<file path="src/rtl/bpi_pkg.sv">
// Package for the bilinear pixel interpolator: sizes, codes, microcode and
// control types shared by the interfaces, the sequencer and the datapath.
// Depends on nothing.
package bpi_pkg;

   localparam int MAX_WIDTH  = 256;
   localparam int MAX_HEIGHT = 256;
   localparam int FRAC_BITS  = 8;
   localparam int PIXEL_BITS = 16;

   // Field widths of the request and response items.
   localparam int COORD_BITS = 16;
   localparam int VALUE_BITS = 16;
   localparam int DIM_BITS   = 9;

   localparam int INT_BITS       = COORD_BITS - FRAC_BITS;
   localparam int WGT_BITS       = FRAC_BITS + 1;
   localparam int STORE_DEPTH    = MAX_WIDTH * MAX_HEIGHT;
   localparam int ADDR_BITS      = $clog2(STORE_DEPTH);
   localparam int ADDR_FULL_BITS = INT_BITS + 1 + DIM_BITS;
   localparam int ACC_BITS       = PIXEL_BITS + 2 * FRAC_BITS;
   localparam int CSR_INDEX_BITS = 8;
   localparam int CSR_DATA_BITS  = DIM_BITS;

   localparam logic [DIM_BITS-1:0] DIM_RESET  = DIM_BITS'(256);
   localparam logic [DIM_BITS-1:0] WIDTH_CAP  = DIM_BITS'(MAX_WIDTH);
   localparam logic [DIM_BITS-1:0] HEIGHT_CAP = DIM_BITS'(MAX_HEIGHT);
   localparam logic [WGT_BITS-1:0] FRAC_ONE   = WGT_BITS'(1) << FRAC_BITS;

   localparam logic [CSR_INDEX_BITS-1:0] CSR_IMAGE_WIDTH  = CSR_INDEX_BITS'(0);
   localparam logic [CSR_INDEX_BITS-1:0] CSR_IMAGE_HEIGHT = CSR_INDEX_BITS'(1);

   typedef enum logic {
      KIND_WRITE = 1'b0,
      KIND_QUERY = 1'b1
   } kind_type;

   // Microprogram step addresses, in program order.
   typedef enum logic [2:0] {
      S_IDLE,
      S_ISSUE0,
      S_ISSUE1,
      S_ISSUE2,
      S_ISSUE3,
      S_DRAIN0,
      S_DRAIN1,
      S_FINISH
   } step_type;

   typedef enum logic [2:0] {
      COND_NONE,
      COND_NO_REQ,
      COND_DISPATCH,
      COND_FY_ZERO,
      COND_RSP_BUSY
   } cond_type;

   // Control word as it reaches the datapath.
   typedef struct packed {
      logic       req_ready;
      logic       rd_en;
      logic [1:0] nbr;
      logic       acc_clr;
      logic       wr_en;
      logic       rsp_load;
   } ctrl_type;

   // One microcode entry: control fields plus the jump taken when cond holds.
   typedef struct packed {
      ctrl_type ctrl;
      cond_type cond;
      step_type target;
   } ucode_type;

   typedef struct packed {
      logic no_req;
      logic bad;
      logic is_write;
      logic fy_zero;
      logic rsp_busy;
   } status_type;

endpackage

</file>
<file path="src/rtl/bpi_useq.sv">
// Microcoded sequencer: step counter, control-store ROM and jump logic.
// Depends on bpi_pkg.
module bpi_useq (
   input  logic                clock,
   input  logic                reset,
   input  bpi_pkg::status_type status,
   output bpi_pkg::ctrl_type   ctrl
);
   import bpi_pkg::*;

   function automatic ucode_type ucode_rom(input step_type step);
      ucode_type w;
      w = '0;
      unique case (step)
         S_IDLE: begin
            w.ctrl.req_ready = 1'b1;
            w.cond           = COND_NO_REQ;
            w.target         = S_IDLE;
         end
         S_ISSUE0: begin
            w.ctrl.rd_en   = 1'b1;
            w.ctrl.nbr     = 2'd0;
            w.ctrl.acc_clr = 1'b1;
            w.ctrl.wr_en   = 1'b1;
            w.cond         = COND_DISPATCH;
            w.target       = S_IDLE;
         end
         S_ISSUE1: begin
            w.ctrl.rd_en = 1'b1;
            w.ctrl.nbr   = 2'd1;
            w.cond       = COND_FY_ZERO;
            w.target     = S_DRAIN0;
         end
         S_ISSUE2: begin
            w.ctrl.rd_en = 1'b1;
            w.ctrl.nbr   = 2'd2;
         end
         S_ISSUE3: begin
            w.ctrl.rd_en = 1'b1;
            w.ctrl.nbr   = 2'd3;
         end
         S_DRAIN0: begin
            w.cond = COND_NONE;
         end
         S_DRAIN1: begin
            w.cond = COND_NONE;
         end
         S_FINISH: begin
            w.ctrl.rsp_load = 1'b1;
            w.cond          = COND_RSP_BUSY;
            w.target        = S_FINISH;
         end
      endcase
      return w;
   endfunction

   step_type  pc_ff;
   step_type  pc_in;
   ucode_type word;
   logic      cond_true;
   logic [2:0] pc_inc;

   assign word   = ucode_rom(pc_ff);
   assign pc_inc = pc_ff + 3'd1;

   always_comb begin
      unique case (word.cond)
         COND_NONE:     cond_true = 1'b0;
         COND_NO_REQ:   cond_true = status.no_req;
         COND_DISPATCH: cond_true = status.bad | status.is_write;
         COND_FY_ZERO:  cond_true = status.fy_zero;
         COND_RSP_BUSY: cond_true = status.rsp_busy;
         default:       cond_true = 1'b0;
      endcase
   end

   // Next step. The dispatch jump sends a rejected item to the response
   // step and a finished pixel write back to idle.
   always_comb begin
      if (!cond_true) begin
         pc_in = step_type'(pc_inc);
      end else if (word.cond == COND_DISPATCH) begin
         pc_in = status.bad ? S_FINISH : S_IDLE;
      end else begin
         pc_in = word.target;
      end
   end

   always_comb begin
      ctrl          = word.ctrl;
      ctrl.rsp_load = word.ctrl.rsp_load & ~cond_true;
   end

   always_ff @(posedge clock) begin
      if (reset) begin
         pc_ff <= S_IDLE;
      end else begin
         pc_ff <= pc_in;
      end
   end

   a_accept_starts: assert property (@(posedge clock) disable iff (reset)
      (ctrl.req_ready && !status.no_req) |=> (pc_ff == S_ISSUE0))
      else $error("accepted request did not start the program");

   a_finish_returns: assert property (@(posedge clock) disable iff (reset)
      (pc_ff == S_FINISH && !status.rsp_busy) |=> (pc_ff == S_IDLE))
      else $error("finish step did not return to idle");

endmodule

</file>
<file path="config.mk">
export PLATFORM = sky130hd
export DESIGN_NAME = bpi_useq
export DESIGN_NICKNAME = d
export VERILOG_FILES = /design/src/rtl/bpi_pkg.sv /design/src/rtl/bpi_useq.sv
export SDC_FILE = /design/constraint.sdc
export NUM_CORES = 1
export LEC_CHECK = 0
export BUFFER_PORTS_ARGS = -buffer_cell sky130_fd_sc_hd__buf_2
export CORE_AREA = 10 10 47 49
export CTS_CLUSTER_SIZE = 30
export DETAILED_ROUTE_END_ITERATION = 10
export DIE_AREA = 0 0 57 59
export GPL_TIMING_DRIVEN = 0
export HOLD_SLACK_MARGIN = 0.1
export SYNTH_ARGS = -nofsm -noshare
export SYNTH_HDL_FRONTEND = slang
export SYNTH_SLANG_ARGS = --single-unit
</file>
<file path="constraint.sdc">
create_clock -name clock -period 1.48 [get_ports clock]
set_input_delay 0.222 -clock clock [delete_from_list [all_inputs] [get_ports clock]]
set_output_delay 0.222 -clock clock [all_outputs]
set_load 0.02 [all_outputs]
</file>
==> results by stage, run 1 <==
Detailed routing:
- The detailed router finished its first iteration with 5 violations.
- The total wire length is ~840 um.
- The remaining routing DRC violations is 0.
- The total via count in the routed design is between 300 and 400.
- The number of vias per cell after detailed routing is 4.50.
- The remaining antenna violation count after routing is 0.
- Dividing the detail-routed wire length by the instance count gives 11.0 um.
- For this run, the detailed router's first-pass iteration total came to 4.

Synthesis:
- The count of unique library cells instantiated by Yosys is 22.
- The synthesized cell area is around 340 um^2.
- The yosys synthesis warning count is 0.
- The cell taking the most area after synthesis is ha_1.
- The post-synthesis net count is 53.
- The instance count of the mapped netlist is 41.
- In this run, synthesis produced a sequential element count of 3.
- The post-synthesis area per instance is between 8 and 9 um^2.
- The share of the synthesized area in the top cell type is 0.185.
- The share of the Yosys chip area taken by registers is 0.177.
- By area the synthesized netlist is led by ha_1 18%, dfxtp_1 18%, inv_1 8.9%.

Placed design:
- In this run, placement finished with an instance count of 70.
- Prior to clock tree synthesis, the placed netlist has a worst setup slack of -0.166 ns.
- The weighted congestion at the end of routability-driven global placement is 0.693.
- The sum of net half-perimeters after detailed placement is 722 um.
- Port buffering added 13 buffers.

Die:
- The die outline width is 57 um.
- For this configuration, the core starts out at a cell density of 0.242.
- In this run the standard cell core region covers 0.00140 mm^2.
- The number of standard-cell rows in the floorplan is 14.
- In this run the count of I/O pins placed on the die edge is 14.
- The die is 59 um tall.
- The floorplan step defined a die boundary enclosing between 0.003 and 0.004 mm^2.

Final layout:
- The count of nets after finishing is 73.
- Once layout is complete, the utilization of the core stands at 0.414.
- The number of antenna diodes in the final layout is 0.
- The final standard cell count with taps included and fillers excluded is 76.
- The flip-flop count of the largest register, all copies and words added is 3.
- The area growth from synthesis to layout is 71.2%.
- The largest registers in the layout are pc_ff x3.
- Counting flops per register, the top entry is pc_ff.
- The fraction of layout cells with a size suffix above 1 is 0.650.

Global route:
- The total global-route track usage is 0.0532.
- Entering global routing, the biggest net connects 10 pins.
- The total congestion overflow after global routing is 0.
- The first-pass GRT wire length is 1.41 mm.
- The number of global-route vias before repair was 343.
- The number of antenna violations at the first check in global routing is 0.

Setup path:
- The worst setup path is captured at a primary output.
- The classification of the worst setup path is reg -> out.
- The data required time of the worst path is 1.26 ns.
- The data arrival time of the critical path is ~1.3 ns.
- The slowest cell on the critical path is dfxtp_4.
- The cell depth of the worst flop-to-flop path is 6.
- The highest fanout seen on the critical path is 5.
- The launching element type of the critical path is a register.
- The critical path goes through inv_4, ha_4, nor3_4, o21ai_2, and2_1, buf_6.
- The maximum single-stage delay on the critical path is 0.37 ns.

Pwr:
- The internal power is 0.706 mW.
- The share of total power dissipated in sequential elements is 0.138.
- In this run the static leakage power is between 0.2 and 0.25 nW.
- The switching component of the power is 0.614 mW.
- The relative contribution of the clock network to total power is 0.106.
- The total power density per cell area is 2270 mW/mm^2.
- Of the total power, combinational logic draws 0.756.
- VDD sags by at most 907 uV.
- The switching power as a share of total power is 0.465.

Timing:
- The final-report max-slew violation count is 0.
- Timing would allow up to 639 MHz.
- Setup repair after global routing could not meet its margin everywhere.
- The setup-violating endpoint count in the final report is 5.
- The minimum period implied by the final worst setup slack is 1.56 ns.
- The clock arrives with 0.000225 ns of skew.
- The setup slack after layout is -0.0838 ns.
- The fraction of the cycle the final worst path needs is 1.06.
- The normalized max-slew margin is 0.813.
- The worst-margin pin slew is 0.280 ns.
- The number of hold violations in the final report is 0.

Outcome:
- The flow ran to the end, but the final reports show violations.
- The final reports fail on negative setup slack.

Clocking:
- The count of H-tree levels built during CTS is 1.
- Clock tree synthesis selected as its root buffer the cell clkbuf_4.
- The clock latency of the later-clocked register in the worst-skew pair is between 0.2 and 0.25 ns.
- The clock passes through at most 2 buffers.
- Buffers inserted during clock tree synthesis total 3.
- The tree built by TritonCTS fans out to 3 sinks.
- The clock transition at the registers of the reported paths is around 0.040 ns.
- The number of buffers added to fix hold violations after cts is 0.
- The clock tree from TritonCTS is yes.

Hold path:
- The kind of path behind the tightest hold check is in -> reg.
- The cell count of the worst hold path is 2.

Job:
- Max-cap violations in this run came to 0.
-- routing by layer --
metal  track usage  vias up  wire, um
met2        0.0729       10       398
met5             0        -         0
met1        0.0618      149       384
li1              -      183         -
met3        0.0322        0        54
met4        0.0302        0         0
-- repair_timing --
item / 4_1_cts / 5_1_grt
resized for setup: 14 / 8
setup endpoints to repair: 7 / 8
buffers inserted: 2 / 0
pin swaps: 10 / 5
-- final cells by class --
class                           count  area, um^2
Fill cell                         157         821
Multi-Input combinational cell     28         319
Timing Repair Buffer               15        93.8
Sequential cell                     3        67.6
Inverter                            8        35.0
Clock buffer                        4        26.3
Tap cell                           16        20.0
Buffer                              2        18.8
-- cell usage after synthesis (all sizes together) --
cell and n:
nand2 2, dfxtp 3, o211ai 1, a221oi 1, o21ai 3, inv 8
nor2 2, and2 1, o21bai 1, a211oi 1, o221ai 1, o2111ai 1
nor4b 1, o21a 1, nor2b 2, o211a 1, a21oi 2, nor3 1
buf 2, o311ai 1, ha 5
-- cells in the final DEF, fill, tap and decap left out --
master	instances
buf_2	9
inv_1	6
buf_4	6
ha_4	3
clkbuf_4	3
buf_6	2
nor2b_1	2
inv_4	2
o21ai_2	2
a21oi_1	2
dfxtp_4	2
nand2_1	1
o21ai_1	1
nor2_1	1
o21bai_1	1
nor3_4	1
and2_1	1
o21a_1	1
nor2_4	1
o221ai_2	1
nor4b_4	1
o211ai_1	1
o211a_2	1
nand2_2	1
a221oi_2	1
a211oi_2	1
o2111ai_1	1
o311ai_2	1
ha_1	1
ha_2	1
clkbuf_1	1
dfxtp_1	1
-- power by group through the flow --
stage / Combinational (mW) / Sequential (mW) / Clock [mW]
3_5_place_dp: 0.861 / 0.158 / 0
2_1_floorplan: 0.670 / 0.151 / 0
4_1_cts: 0.950 / 0.183 / 0.151
6_report: 0.998 / 0.182 / 0.141
5_1_grt: 1.10 / 0.187 / 0.162
3_3_place_gp: 0.850 / 0.159 / 0
-- path summary, 6_finish.rpt --
check,from,to,slack [ns]
worst max register to register,pc_ff[0]$_SDFF_PP0_,pc_ff[1]$_SDFF_PP0_,-0.01
worst min-delay path,reset,pc_ff[1]$_SDFF_PP0_,0.17
worst max-delay path,pc_ff[1]$_SDFF_PP0_,ctrl[0],-0.08
worst min register to register,pc_ff[0]$_SDFF_PP0_,pc_ff[0]$_SDFF_PP0_,0.48
-- worst max-delay path, delay by kind of cell, from the launching register on --
kind / cells / cell delay [ns]
compound gates: 1 / 0.07
fa+ha+maj: 1 / 0.17
buf+inv: 2 / 0.18
flops: 1 / 0.37
simple gates: 2 / 0.32
-- cell families (layout without fill, tap and decap cells) --
| group | after synthesis | count (layout) | synth area share |
|---|---|---|---|
| buffers and inverters | 10 | 29 | 0.144 |
| adders and majority gates | 5 | 5 | 0.185 |
| and+or+nand+nor | 9 | 9 | 0.185 |
| AOI/OAI and AO/OA | 14 | 14 | 0.310 |
| DFF | 3 | 3 | 0.177 |
-- per-stage QoR --
step	total power, mW	TNS [ns]	hold WS (ns)	cell area (um^2)
after floorplan	0.821	0	0.279	387
after CTS	1.28	-0.325	0.146	554
after global placement	1.01	-0.374	0.397	472
after detailed placement	1.02	-0.467	0.397	472
after global routing	1.45	-0.588	0.161	581
final	1.32	-0.138	0.167	581
No activity file was read; power rests on OpenSTA's default activity.
==> inputs of run 2 (changes only) <==
--- a/config.mk
+++ b/config.mk
@@ -12,6 +12,7 @@
 export DIE_AREA = 0 0 57 59
 export GPL_TIMING_DRIVEN = 0
 export HOLD_SLACK_MARGIN = 0.1
+export SKIP_LAST_GASP = 1
 export SYNTH_ARGS = -nofsm -noshare
 export SYNTH_HDL_FRONTEND = slang
 export SYNTH_SLANG_ARGS = --single-unit
==> run 2 against run 1 <==
  * The run still ends with negative setup slack left
  * Global-route usage unchanged
  * Clock skew unchanged
  * Utilization up 1.1 points
  * Largest cell class unchanged
==> results by stage, run 2 (synthesis results as in run 1) <==
Outcome:
- The final reports fail on negative setup slack.
- The run finished, with violations left.

Timing:
- The worst-margin pin slew is 0.298 ns (+0.0179 ns).
- The number of hold violations in the final report is 0 (unchanged).
- The normalized max-slew margin is 0.801 (-0.0113).
- The final-layout setup total negative slack is -0.200 ns (-0.0613 ns).
- The worst hold slack across all endpoints is 0.157 ns (-0.00927 ns).
- The setup slack after layout is -0.0935 ns (-0.00970 ns).
- The setup-violating endpoint count in the final report came to 5 (unchanged).
- The final-report max-slew violation count is 0 (unchanged).
- Setup repair after global routing could not meet its margin everywhere.
- The minimum period implied by the final worst setup slack is 1.57 ns (+0.00970 ns).
- The highest achievable clock rate came to 636 MHz (-0.62%).
- The setup skew after layout was 0.000225 ns (unchanged).
- The fraction of the cycle the final worst path needs was 1.06 (+0.00655).

Clocking:
- The clock latency of the later-clocked register in the worst-skew pair is 0.23 ns (about the same).
- The number of buffers between clock root and the deepest sink was 2 (unchanged).
- The number of buffers added to fix hold violations after cts came to 0 (unchanged).
- The total clock buffers created by CTS is 3 (unchanged).
- The clock transition at the registers of the reported paths is 0.04 ns (about the same).
- The cell at the root of the clock tree is clkbuf_4.
- The count of H-tree levels built during CTS is 1 (unchanged).
- The CTS sink count is 3 (unchanged).
- TritonCTS built the clock tree.

Setup path:
- STA classifies the critical path endpoint as a primary output.
- The maximum single-stage delay on the critical path came to 0.37 ns (about the same).
- The data required time of the worst path is 1.26 ns (about the same).
- The signal on the critical path passes through inv_4, ha_4, nor3_4, o21ai_2, and2_1, buf_6.
- The data arrival time of the critical path is 1.35 ns (about the same).
- The largest individual stage delay along the critical path comes from the cell dfxtp_4.
- The launching element type of the critical path is a register.
- The highest fanout seen on the critical path was 5 (unchanged).
- The critical path's top delay family is flip-flops.
- The critical path buffer and inverter count came to 2 (unchanged).
- The register-to-register setup slack is -0.06 ns (-0.05 ns).
- The classification of the worst setup path is reg -> out.

Global route:
- The maximum number of pins on one net before global-route repair is 10 (unchanged).
- The met2 layer usage reported by global route came to 0.0729 (unchanged).
- The total congestion overflow after global routing is 0 (unchanged).
- The met1 track demand over resource in global routing is 0.0618 (unchanged).
- The routing layer with the top usage in global route is met2.
- The global-route met3 utilization was 0.0322 (unchanged).
- The first-pass GRT wire length is 1.41 mm (unchanged).
- The total global-route track usage is 0.0532 (unchanged).
- The number of global-route vias before repair is 343 (unchanged).
- The number of antenna violations at the first check in global routing is 0 (unchanged).

Detailed routing:
- The remaining routing DRC violations is 0 (unchanged).
- The remaining antenna violation count after routing came to 0 (unchanged).
- The violation count after the first detailed-routing iteration came to 5 (unchanged).
- The number of vias per cell after detailed routing is 4.55 (+1.2%).
- The total wire length came to 834 um (-0.36%).
- The average detailed-routed wire length per instance is 11.0 um (-0.36%).
- The detailed-router iteration count before antenna repair is 4 (unchanged).
- The total via count in the routed design is 346 (+1.2%).

Final layout:
- The number of fillers in the final layout is 154 (-1.9%).
- The flip-flop count of the largest register, all copies and words added is 3 (unchanged).
- The library cell used most frequently in the layout, excluding fill and tap cells, is buf_2.
- The count of nets after finishing is 73 (unchanged).
- The fraction of layout cells with a size suffix above 1 is 0.667 (+0.0167).
- The antenna diode count came to 0 (unchanged).
- The largest registers in the layout are pc_ff x3.
- The area growth from synthesis to layout is 75.6%.
- The share of the core filled with cells in the final layout is 0.425 (+0.0107).
- The final standard cell count with taps included and fillers excluded came to 76 (unchanged).
- Leaving out fill and tap cells, the most frequent cells in the layout are 8 x buf_2, 7 x buf_4, 6 x inv_1.
- The register with the most flip-flops in the final layout is pc_ff.

Pwr:
- The total power density per cell area came to 2270 mW/mm^2 (about the same).
- The static leakage is 0.239 nW (+1.0%).
- The peak supply drop is 913 uV (+0.61%).
- The final total power came to 1.35 mW (+2.5%).

Die:
- The area of the placeable core is 0.00140 mm^2 (unchanged).
- The number of standard-cell rows in the floorplan came to 14 (unchanged).
- The die outline area is 0.00336 mm^2 (unchanged).
- The I/O pin count is 14 (unchanged).
- The die outline width came to 57 um (unchanged).
- The overall die height is 59 um (unchanged).
- The initial core utilization is 0.242 (unchanged).

Placed design:
- The number of buffers added on ports is 13 (unchanged).
- The number of placed cells counting well taps came to 70 (unchanged).
- The weighted congestion at the end of routability-driven global placement is 0.693 (unchanged).
- The sum of net half-perimeters after detailed placement is 722 um (unchanged).

Hold path:
- The kind of path behind the tightest hold check is in -> reg.

Job:
- The count of max-cap constraint violations is 0 (unchanged).
## run 2: final timing paths
path	endpoint	cells past startpoint	from
max	ctrl[0]	6	pc_ff[0]$_SDFF_PP0_
max reg2reg	pc_ff[1]$_SDFF_PP0_	6	pc_ff[0]$_SDFF_PP0_
min reg2reg	pc_ff[0]$_SDFF_PP0_	1	pc_ff[0]$_SDFF_PP0_
min	pc_ff[1]$_SDFF_PP0_	2	reset
## run 2: cell type report
class	count	area, um^2	area share
Multi-Input combinational cell	28	332	0.557
Timing Repair Buffer	15	96.3	0.162
Sequential cell	3	67.6	0.113
Inverter	8	35.0	0.0588
Clock buffer	4	26.3	0.0441
Tap cell	16	20.0	0.0336
Buffer	2	18.8	0.0315
## run 2: stage by stage
step / setup slack [ns] / area [um^2]
final: -0.0935 / 596
after global routing: -0.171 / 596
after CTS: -0.143 / 554
after detailed placement: -0.166 / 472
after global placement: -0.134 / 472
after floorplan: 0.00162 / 387
## run 2: metal layers
metal / up-vias / wire [um] / part of all wire
met1: 153 / 386 / 0.46
met3: 0 / 54 / 0.065
met2: 10 / 392 / 0.47
li1: 183 / - / -
met5: - / 0 / 0
met4: 0 / 0 / 0
## run 2: what timing repair did
| item | CTS | global route |
|---|---|---|
| setup buffers | 2 | 0 |
| pin swaps | 9 | 5 |
| gates resized for setup | 14 | 11 |
| endpoints found under the setup margin | 7 | 8 |
## run 2: power by group
part / internal [mW] / leakage (nW) / switching [mW] / total [mW]
Combinational: 0.499 / 0.198 / 0.533 / 1.03
Clock: 0.101 / 0.0150 / 0.0397 / 0.141
Sequential: 0.130 / 0.0261 / 0.0511 / 0.182
Total: 0.730 / 0.239 / 0.624 / 1.35
==> inputs of run 3 (changes only) <==
--- a/config.mk
+++ b/config.mk
@@ -12,6 +12,7 @@
 export DIE_AREA = 0 0 57 59
 export GPL_TIMING_DRIVEN = 0
 export HOLD_SLACK_MARGIN = 0.1
+export PLACE_DENSITY = 0.49
 export SKIP_LAST_GASP = 1
 export SYNTH_ARGS = -nofsm -noshare
 export SYNTH_HDL_FRONTEND = slang
==> run 3 against run 2 <==
  * Die area is the same
  * Largest power group unchanged
  * Register-to-register slack is essentially flat
  * Cell count is 2.6% higher
  * Critical path type unchanged
  * First-iteration DRC count fell by 60%
  * The flow still finishes with violations (negative setup slack)
  * Via count rose by 1.4%
  * Worst hold slack worse by 0.0094 ns
==> results by stage, run 3 (synthesis results as in run 1) <==
Die:
- The number of standard-cell rows in the floorplan is 14 (unchanged).
- The overall die height came to 59 um (unchanged).
- The area of the placeable core is 0.00140 mm^2 (unchanged).
- The die outline width is 57 um (unchanged).
- The I/O pin count is 14 (unchanged).
- The die outline area is 0.00336 mm^2 (unchanged).
- The initial core utilization is 0.242 (unchanged).

Clocking:
- The clock latency of the later-clocked register in the worst-skew pair is 0.24 ns (about the same).
- The count of H-tree levels built during CTS is 1 (unchanged).
- The number of buffers added to fix hold violations after cts is 0 (unchanged).
- The clock tree from TritonCTS is yes.
- The number of buffers between clock root and the deepest sink is 2 (unchanged).
- The CTS sink count is 3 (unchanged).
- The cell at the root of the clock tree is clkbuf_4.
- The clock transition at the registers of the reported paths is 0.04 ns (about the same).
- The total clock buffers created by CTS is 3 (unchanged).

Pwr:
- The portion of total power attributed to sequential cells was 0.138 (+0.004).
- The combinational group share of total power is 0.750 (-0.012).
- The static leakage is 0.245 nW (+2.5%).
- The switching power as a share of total power is 0.460 (about the same).
- The relative contribution of the clock network to total power is 0.112 (+0.008).
- The internal power came to 0.730 mW (about the same).
- The switching component of the power is 0.623 mW (-0.19%).
- The peak supply drop is 937 uV (+2.7%).
- The total power density per cell area is 2230 mW/mm^2 (-2.0%).

Timing:
- The highest achievable clock rate is 637 MHz (+0.16%).
- The final-layout setup total negative slack is -0.252 ns (-0.0525 ns).
- The final-report max-slew violation count is 0 (unchanged).
- The setup-violating endpoint count in the final report is 5 (unchanged).
- The fraction of the cycle the final worst path needs is 1.06 (-0.00170).
- The number of hold violations in the final report is 0 (unchanged).
- The worst-margin pin slew is 0.288 ns (-0.00940 ns).
- The setup slack after layout is -0.0910 ns (+0.00251 ns).
- The normalized max-slew margin is 0.807 (+0.00566).
- Setup repair after global routing could not meet its margin everywhere.
- The setup skew after layout came to 0.00454 ns (+0.00432 ns).
- The minimum period implied by the final worst setup slack is 1.57 ns (-0.00251 ns).

Final layout:
- In the final layout, the registers with the most flip-flops are pc_ff x3.
- The register name with the most flops is pc_ff.
- Leaving out fill and tap cells, the most frequent cells in the layout are 9 x buf_4, 8 x buf_2, 6 x inv_1.
- The count of nets after finishing is 75 (+2.7%).
- The fraction of layout cells with a size suffix above 1 is 0.645 (-0.0215).
- Leaving out fill and tap cells, the most frequent cell in the layout is buf_4.
- The antenna diode count is 0 (unchanged).
- Compared with the post-synthesis result, the final layout area differs by 79.0%.
- The flip-flop count of the largest register, all copies and words added is 3 (unchanged).
- The summed area of non-filler cells in the final layout is 607 um^2 (+1.9%).

Global route:
- The total congestion overflow after global routing is 0 (unchanged).
- The first-pass GRT wire length is 1.48 mm (+4.4%).
- The total global-route track usage is 0.0545 (+0.00134).
- The maximum number of pins on one net before global-route repair is 10 (unchanged).
- The number of global-route vias before repair is 373 (+8.7%).
- The number of antenna violations at the first check in global routing is 0 (unchanged).

Setup path:
- STA classifies the critical path startpoint as a register.
- The data required time of the worst path is 1.26 ns (about the same).
- The maximum single-stage delay on the critical path is 0.37 ns (about the same).
- The nature of the critical path endpoint is a primary output.
- Among all stages on the critical path, the largest delay is contributed by dfxtp_4.
- Walking the worst path, the cells encountered are inv_4, ha_4, nor3_2, o21ai_1, and2_1, buf_6.
- The classification of the worst setup path is reg -> out.
- The data arrival time of the critical path is 1.35 ns (about the same).
- The highest fanout seen on the critical path is 5 (unchanged).

Detailed routing:
- The detailed-router iteration count before antenna repair was 2 (-2).
- The violation count after the first detailed-routing iteration came to 2 (-3).
- The total via count in the routed design is 351 (+1.4%).
- The remaining routing DRC violations is 0 (unchanged).
- The average detailed-routed wire length per instance came to 11.4 um (+4.0%).
- The remaining antenna violation count after routing is 0 (unchanged).
- The total wire length is 890 um (+6.7%).
- The number of vias per cell after detailed routing is 4.50 (-1.2%).

Placed design:
- The number of buffers added on ports is 13 (unchanged).
- The cell area reported after detailed placement came to 472 um^2 (unchanged).
- The weighted congestion at the end of routability-driven global placement was 0.617 (-11%).
- The sum of net half-perimeters after detailed placement is 713 um (-1.2%).

Outcome:
- The checks that failed: negative setup slack.
- The run finished, with violations left.

Hold path:
- The tightest min-delay check is of the in -> reg type.

Job:
- The count of max-cap constraint violations was 0 (unchanged).
run 3: changes by cell type in the layout (fill, tap and decap cells not counted):
cell,change
buf_4,+2
o21ai_2,-2
ha_1,-1
ha_4,+1
nor2b_1,+1
nor2b_2,-1
nor3_2,+1
nor3_4,-1
o21ai_0,+1
o21ai_1,+1
run 3: final cells by class:
| class | count | area [um^2] |
|---|---|---|
| sequential | 3 | 67.6 |
| buffer | 2 | 18.8 |
| fill | 151 | 795 |
| multi-input combinational | 28 | 328 |
| tap | 16 | 20.0 |
| clock buffer | 4 | 26.3 |
| inverter | 8 | 35.0 |
| timing repair buffer | 17 | 111 |
run 3: routing by layer:
layer | vias up | GRT usage | wire length [um]
met2 | 13 | 0.0822 | 376
li1 | 187 | - | -
met5 | - | 0 | 0
met4 | 0 | 0.0503 | 21
met3 | 2 | 0.0258 | 92
met1 | 149 | 0.0548 | 400
run 3: critical path, delay by kind of cell, from the launching register on:
family	cells	cell delay, ns
flops	1	0.37
simple gates	2	0.31
buf+inv	2	0.18
fa+ha+maj	1	0.17
compound gates	1	0.08
run 3: final timing paths:
kind	startpoint	depth (start not counted)	slack, ns	endpoint
min	reset	2	0.15	pc_ff[1]$_SDFF_PP0_
max reg2reg	pc_ff[0]$_SDFF_PP0_	7	-0.07	pc_ff[1]$_SDFF_PP0_
max	pc_ff[1]$_SDFF_PP0_	6	-0.09	ctrl[0]
min reg2reg	pc_ff[0]$_SDFF_PP0_	1	0.48	pc_ff[0]$_SDFF_PP0_
run 3: power by group through the flow:
stage | Sequential (mW) | Clock (mW) | Combinational (mW)
global placement | 0.159 | 0 | 0.859
finish | 0.187 | 0.151 | 1.01
floorplan | 0.151 | 0 | 0.670
CTS | 0.184 | 0.161 | 0.945
detailed placement | 0.159 | 0 | 0.859
global route | 0.192 | 0.166 | 1.12
run 3: timing repair:
action                                 in CTS  in global routing
endpoints found under the hold margin       0                  0
pin swaps                                  10                  2
setup endpoints to repair                   7                  9
setup buffers                               3                  1
resized for setup                          13                  9
run 3: through the flow:
stage	total power, mW	setup slack, ns	util	hold WS (ns)	cells
finish	1.35	-0.0910	0.433	0.148	78
detailed placement	1.02	-0.162	0.337	0.396	70
global route	1.48	-0.169	0.433	0.158	78
global placement	1.02	-0.149	0.337	0.398	70
floorplan	0.821	0.00162	-	0.279	41
CTS	1.29	-0.120	0.399	0.140	77
